`src/hw/rtl/lsd_pkg.sv`:
```
// ----------------------------------------------------------------------------
// lsd_pkg
// types and constants of the limb stream divider
// ----------------------------------------------------------------------------
`default_nettype none

package lsd_pkg;

    localparam int LIMB_WIDTH = 64;
    localparam int HALF_WIDTH = LIMB_WIDTH / 2;
    localparam int CNT_W      = $clog2(LIMB_WIDTH);

    localparam logic [CNT_W-1:0] RECIP_LAST = CNT_W'(LIMB_WIDTH - 1);
    localparam logic [CNT_W-1:0] MULA_LAST  = CNT_W'(3);
    localparam logic [CNT_W-1:0] MULB_LAST  = CNT_W'(2);

    localparam logic [LIMB_WIDTH-1:0] RESET_DN    = {1'b1, {(LIMB_WIDTH-1){1'b0}}};
    localparam logic [LIMB_WIDTH-1:0] RESET_RECIP = {LIMB_WIDTH{1'b1}};
    localparam logic [CNT_W-1:0]      RESET_SHIFT = CNT_W'(LIMB_WIDTH - 1);

    typedef struct packed {
        logic [63:0] dividend_limb;
        logic        last_limb;
    } in_item_t;

    typedef struct packed {
        logic [63:0] quotient_limb;
        logic [63:0] remainder;
        logic        is_last;
    } out_item_t;

    typedef enum logic [3:0] {
        OP_NONE,
        OP_NORM_STEP,
        OP_RECIP_INIT,
        OP_RECIP_STEP,
        OP_LOAD,
        OP_MUL_A,
        OP_QEST,
        OP_MUL_B,
        OP_FIX1,
        OP_FIX2,
        OP_FIX3,
        OP_EMIT
    } dp_op_t;

    typedef struct packed {
        dp_op_t           op;
        logic [CNT_W-1:0] step;
    } dp_cmd_t;

    typedef struct packed {
        logic cfg_load;
        logic norm_done;
        logic out_free;
    } dp_status_t;

endpackage

`default_nettype wire

```
`src/hw/rtl/lsd_ctrl.sv`:
```
// ----------------------------------------------------------------------------
// lsd_ctrl
// sequencer for divisor derivation and the per-limb 2/1 division step
// ----------------------------------------------------------------------------
`default_nettype none

module lsd_ctrl
    import lsd_pkg::*;
(
    input  wire logic       aclk,
    input  wire logic       aresetn,
    input  wire logic       s_valid,
    output logic            s_ready,
    input  dp_status_t      status,
    output dp_cmd_t         cmd
);

    typedef enum logic [9:0] {
        ST_IDLE  = 10'b00_0000_0001,
        ST_NORM  = 10'b00_0000_0010,
        ST_RECIP = 10'b00_0000_0100,
        ST_MULA  = 10'b00_0000_1000,
        ST_QEST  = 10'b00_0001_0000,
        ST_MULB  = 10'b00_0010_0000,
        ST_FIX1  = 10'b00_0100_0000,
        ST_FIX2  = 10'b00_1000_0000,
        ST_FIX3  = 10'b01_0000_0000,
        ST_EMIT  = 10'b10_0000_0000
    } state_t;

    state_t           state_reg, state_next;
    logic [CNT_W-1:0] cnt_reg, cnt_next;

    assign s_ready  = (state_reg == ST_IDLE) && !status.cfg_load;
    assign cmd.step = cnt_reg;

    always_comb begin
        state_next = state_reg;
        cnt_next   = cnt_reg;
        cmd.op     = OP_NONE;
        if (status.cfg_load) begin
            // a new divisor restarts derivation
            state_next = ST_NORM;
        end else begin
            case (state_reg)
                ST_IDLE: begin
                    if (s_valid) begin
                        cmd.op     = OP_LOAD;
                        cnt_next   = '0;
                        state_next = ST_MULA;
                    end
                end
                ST_NORM: begin
                    if (status.norm_done) begin
                        cmd.op     = OP_RECIP_INIT;
                        cnt_next   = '0;
                        state_next = ST_RECIP;
                    end else begin
                        cmd.op = OP_NORM_STEP;
                    end
                end
                ST_RECIP: begin
                    cmd.op   = OP_RECIP_STEP;
                    cnt_next = cnt_reg + 1'b1;
                    if (cnt_reg == RECIP_LAST) begin
                        state_next = ST_IDLE;
                    end
                end
                ST_MULA: begin
                    cmd.op = OP_MUL_A;
                    if (cnt_reg == MULA_LAST) begin
                        cnt_next   = '0;
                        state_next = ST_QEST;
                    end else begin
                        cnt_next = cnt_reg + 1'b1;
                    end
                end
                ST_QEST: begin
                    cmd.op     = OP_QEST;
                    cnt_next   = '0;
                    state_next = ST_MULB;
                end
                ST_MULB: begin
                    cmd.op = OP_MUL_B;
                    if (cnt_reg == MULB_LAST) begin
                        cnt_next   = '0;
                        state_next = ST_FIX1;
                    end else begin
                        cnt_next = cnt_reg + 1'b1;
                    end
                end
                ST_FIX1: begin
                    cmd.op     = OP_FIX1;
                    state_next = ST_FIX2;
                end
                ST_FIX2: begin
                    cmd.op     = OP_FIX2;
                    state_next = ST_FIX3;
                end
                ST_FIX3: begin
                    cmd.op     = OP_FIX3;
                    state_next = ST_EMIT;
                end
                ST_EMIT: begin
                    if (status.out_free) begin
                        cmd.op     = OP_EMIT;
                        state_next = ST_IDLE;
                    end
                end
                default: begin
                    state_next = ST_IDLE;
                end
            endcase
        end
    end

    always_ff @(posedge aclk) begin
        if (!aresetn) begin
            state_reg <= ST_IDLE;
            cnt_reg   <= '0;
        end else begin
            state_reg <= state_next;
            cnt_reg   <= cnt_next;
        end
    end

endmodule

`default_nettype wire

```
`config.mk`:
```
export PLATFORM = sky130hd
export DESIGN_NAME = lsd_ctrl
export DESIGN_NICKNAME = d
export VERILOG_FILES = /design/src/hw/rtl/lsd_pkg.sv /design/src/hw/rtl/lsd_ctrl.sv
export SDC_FILE = /design/constraint.sdc
export NUM_CORES = 1
export LEC_CHECK = 0
export BUFFER_PORTS_ARGS = -buffer_cell sky130_fd_sc_hd__buf_2
export CAP_MARGIN = 40
export CORE_AREA = 2 2 49 55
export CTS_BUF_LIST = sky130_fd_sc_hd__clkbuf_8
export DETAILED_ROUTE_END_ITERATION = 10
export DIE_AREA = 0 0 51 57
export PLACE_DENSITY = 0.82
export SYNTH_ARGS = -nofsm -noshare
export SYNTH_HDL_FRONTEND = slang
export SYNTH_SLANG_ARGS = --single-unit
```
`constraint.sdc`:
```
create_clock -name aclk -period 5.95 [get_ports aclk]
set_clock_uncertainty 0.2 [all_clocks]
set_input_delay 0.8925 -clock aclk [delete_from_list [all_inputs] [get_ports aclk]]
set_output_delay 0.8925 -clock aclk [all_outputs]
set_load 0.01 [all_outputs]
```
# ---- After elaboration in Yosys (flattened, before gate mapping)
# Index checks and enable logic that the tools add are counted.
dict set report classes {
  add_sub_neg 1
  n_reduce_logical 7
  bitwise 2
  eq_ne 25
  n_mux 18
}
# cell n
set op_table {}
lappend op_table {{one-hot mux 10 bit (10 select lines)} 1}
lappend op_table {{2-to-1 mux 10 bit} 6}
lappend op_table {{one-hot mux 4 bit (10 select lines)} 1}
lappend op_table {{one-hot mux 6 bit (6 select lines)} 1}
lappend op_table {{2-to-1 mux 6 bit} 4}
lappend op_table {{!= test 3 bit, second input constant} 6}
lappend op_table {{equality test 6 x 2 -> 1 bit, second input constant} 2}
lappend op_table {{!= test 2 bit, second input constant} 6}
lappend op_table {{AND reduction 6 bit} 2}
lappend op_table {{equality test 10 x 1 -> 1 bit, second input constant} 1}
lappend op_table {{equality test 10 bit, second input constant} 1}
lappend op_table {{equality test 10 x 2 -> 1 bit, second input constant} 1}
lappend op_table {{equality test 10 x 3 -> 1 bit, second input constant} 1}
lappend op_table {{equality test 10 x 4 -> 1 bit, second input constant} 1}
lappend op_table {{equality test 10 x 5 -> 1 bit, second input constant} 1}
lappend op_table {{equality test 10 x 6 -> 1 bit, second input constant} 1}
lappend op_table {{equality test 10 x 7 -> 1 bit, second input constant} 1}
lappend op_table {{equality test 10 x 8 -> 1 bit, second input constant} 1}
lappend op_table {{equality test 10 x 9 -> 1 bit, second input constant} 1}
lappend op_table {{2-to-1 mux 4 bit} 2}
lappend op_table {{adder 6 x 1 -> 6 bit, second input constant} 1}
lappend op_table {{equality test 6 bit, second input constant} 1}
lappend op_table {{nonzero test 6 bit} 1}
lappend op_table {{2-to-1 mux 2 bit} 2}
lappend op_table {{6 further kinds} 7}
dict set report totals {
  in_bits 6
  word_cells 56
  register_bits 16
}

# ---- Longest topological paths before layout
dict set report logic_depth {
  depth_word 4
  depth_mapped 7
}

# ---- Worst setup path after synthesis
# OpenSTA, ideal clock, no wires.
dict set report synth_path {
  kind {register to output}
  from {reg state_reg[1]}
  to {out cmd[9] in the netlist's numbering}
  stages_incl_launch_ff 7
  t_required_ns 4.858
  setup_slack_ns 2.734
  t_arrival_ns 2.124
  path_cell_list {dfxtp_1 buf_6 or4_4 or3_1 o31a_1 a31oi_1 a21boi_0}
}
# item line_no
set synth_lines {}
lappend synth_lines {{start: declaration} lsd_ctrl.sv:31} ;# state_t state_reg, state_next;
lappend synth_lines {{start signal: assignment} lsd_ctrl.sv:122} ;# state_reg <= state_next;
lappend synth_lines {{end: declaration} lsd_ctrl.sv:15} ;# output dp_cmd_t cmd

==> metrics.md <==
| Metric | Value |
|---|---|
| Status | `finished clean` |
| Max-cap viol count | `0` |
| CTS tree | `yes` |
| TritonRoute pass-1 iters | `4` |
| Sw Pwr | `0.0704 mW` |
| Area Growth Syn to Fin | `3.61%` |
| FFs w/ async S/R, synth | `0%` |
| Synth area leaders | `dfxtp_1 (26%), clkbuf_8 (6.6%), o21ai_0 (4.4%)` |
| Port bufs | `16` |
| Worst slew pin tran | `748 ps` |
| Routed WL per cell | `15.1 microns` |
| Clock buffer depth | `2` |
| Yosys warns | `0` |
| # nets final | `173` |
| Mean Syn Cell Area | `8.04 sq um` |
| Final Cell Area | `0.00129 sq mm` |
| Worst hold-check path type | `reg2reg` |
| Pint | `0.186 mW` |
| Post-Synthesis Cell Area | `0.00125 sq mm` |
| Initial antenna violation count | `0` |
| Vias | `1236` |
| Arrival time worst endpoint | `2560 ps` |
| Crit start category | `register` |
| Crit path time final | `3650 ps` |
| Top cell type's share of synthesized area | `25.7%` |
| Crit path launch | `state_reg[6]$_SDFFE_PP0P_` |
| Clock power share | `39.4%` |
| Final hold vios | `0` |
| Core Util, Final | `53.8%` |
| Setup TNS | `0 ps` |
| # hold bufs at CTS | `0` |
| Filler cells | `231` |
| LEAKAGE | `0.525 nW` |
| Peak Freq | `0.274 GHz` |
| Chip Width | `51 microns` |
| VDD IR max | `115 uV` |
| Postcts setup bufs | `0` |
| Via density | `6.34` |
| Total power | `0.256 mW` |
| Number of flops mapped to enable cells by yosys | `0` |
| Req. time, crit path | `4860 ps` |
| Hold Path Depth | `2` |
| H-tree levels | `1` |
| Total Routed Length | `2940 microns` |
| Core Area | `0.00240 sq mm` |
| FF-to-FF setup slack | `3410 ps` |
| Cell Pwr Density | `198 mW/mm^2` |
| Part of the power in combinational logic | `16.4%` |
| Seq. cell area | `320 sq um` |
| Layout cells sized above 1 | `18.3%` |
| # diodes | `0` |
| GP Congestion | `0.949` |
| Slew headroom | `49.7%` |
| Clock Latency Late Sink | `260 ps` |
| CP max FO | `9` |
| Cell variety after synth | `46` |
| Pin count of the biggest net entering global routing | `11` |
| Num CTS Buffers | `3` |
| Switching share of total power | `27.5%` |
| Predominant post-synthesis flop cell | `dfxtp_1` |
| Synth area leader | `dfxtp_1` |
| Register area share after synthesis | `25.7%` |
| RSZ-0062 raised after global routing | `no` |
| Syn_nets | `163` |
| Setup violators final | `0` |
| Die area | `0.00291 sq mm` |
| Min-delay src | `cnt_reg[2]$_SDFFE_PN0P_` |
| Count of final max-slew check failures | `0` |
| Global-route wire length before repair | `4970 microns` |
| Hold EP | `cnt_reg[2]$_SDFFE_PN0P_` |
| Clock sinks | `16` |
| Mapped Cells | `155` |
| Die Height | `57 microns` |
| R2R depth | `5` |
| Initial core utilization | `51.9%` |
| Commonest cells after routing, fill and taps aside | `dfxtp_1 (16), buf_2 (16), nand2_1 (11), o21ai_0 (11), nor2_1 (10)` |
| Fin cells | `195` |
| #FFs+latches synth | `16` |
| Total grt overflow | `0` |
| Worst r2r src | `state_reg[6]$_SDFFE_PP0P_` |
| Placed cell count | `191` |
| # IOs | `17` |
| Tcrit/Tclk final | `61.4%` |
| Detailed placement HPWL | `2200 microns` |
| CP Class | `reg2out` |
| Antenna viol nets, final | `0` |
| Reg-to-Reg End | `cnt_reg[5]$_SDFFE_PN0P_` |
| PostCTS Resize Cnt | `0` |
| Area of the multi-input gates | `763 sq um` |
| Largest register FFs | `10` |
| CP Capture Type | `output port` |
| Clock transition at path regs | `60 ps` |
| Placed cell area | `0.00124 sq mm` |
| DRC violations left | `0` |
| Root buf cell | `clkbuf_8` |
| Vias in the first global route | `1144` |
| Rows | `19` |
| Sequential Power Share | `44.2%` |
| GRT Util Overall | `22.0%` |
| Number of DRC markers in iteration 0 | `73` |
[kinds of logic after synthesis]
| group | count (synthesis) | share of synthesized area, % |
|---|---|---|
| AND/OR/NAND/NOR | 72 | 32.6 |
| AO/OA/AOI/OAI | 37 | 20.8 |
| adder cells (fa/ha/maj) | 2 | 2.01 |
| XOR/XNOR | 6 | 4.22 |
| buffers and inverters | 20 | 13.1 |
| multiplexers | 2 | 1.61 |
| flip-flops | 16 | 25.7 |
[how the worst max path moves through the flow]
| stage | endpoint | slack (ps) | cells after the start |
|---|---|---|---|
| 2_1_floorplan | cmd[9] | 2730 | 6 |
| 3_3_place_gp | cmd[9] | 2750 | 6 |
| 3_5_place_dp | cmd[9] | 2600 | 6 |
| 4_1_cts | cmd[9] | 2320 | 6 |
| 5_1_grt | cmd[9] | 2150 | 6 |
| 6_report | cmd[9] | 2300 | 6 |
[metal layers]
layer	routed length [microns]	vias to the layer above	global-route usage [%]
li1	-	587	-
met1	1220	569	27.3
met2	1440	69	36.9
met3	198	11	2.36
met4	83	0	12.0
met5	0	-	0
[cell type report]
type                    count  area share (%)
well taps                  31            3.00
clock buffers               4            4.26
inverters                   9            2.62
flip-flops and latches     16            24.8
repair buffers             16            6.20
multi-input cells         119            59.1
[synthesized netlist by cell type, drive strengths merged (2+ instances only)]
| library cell | instances |
|---|---|
| and3 | 5 |
| o21ai | 11 |
| nand3 | 9 |
| and2 | 2 |
| or2 | 2 |
| nor3b | 2 |
| or4 | 4 |
| or3 | 2 |
| nor4 | 5 |
| nand2 | 11 |
| clkbuf | 7 |
| nor3 | 7 |
| nand3b | 3 |
| ha | 2 |
| a31oi | 3 |
| dfxtp | 16 |
| nor2 | 10 |
| buf | 4 |
| mux2i | 2 |
| o31a | 2 |
| nand4 | 2 |
| o2111ai | 2 |
| a211oi | 3 |
| o211ai | 2 |
| a21boi | 2 |
| a21oi | 4 |
| xor2 | 3 |
| o32ai | 2 |
| inv | 9 |
| nor2b | 4 |
| xnor2 | 3 |
[per-stage QoR]
step / setup WS [ps] / hold WS, ps
6_report: 2300 / 330
3_5_place_dp: 2600 / 323
5_1_grt: 2150 / 382
2_1_floorplan: 2730 / 334
3_3_place_gp: 2750 / 305
4_1_cts: 2320 / 335
[power by group through the flow]
stage	Sequential [mW]	Clock (mW)	Combinational, mW
floorplan	0.112	0	0.0365
global placement	0.115	0	0.0403
detailed placement	0.115	0	0.0409
CTS	0.113	0.102	0.0412
global route	0.113	0.107	0.0459
finish	0.113	0.101	0.0420
[critical path: stages, from the launching register on]
cell	delay (ps)
dfxtp_1	400
or4_1	610
nor3_1	380
o211ai_1	270
a31oi_1	270
a21boi_0	220
buf_2	160
(Power assumes the default switching activity.)
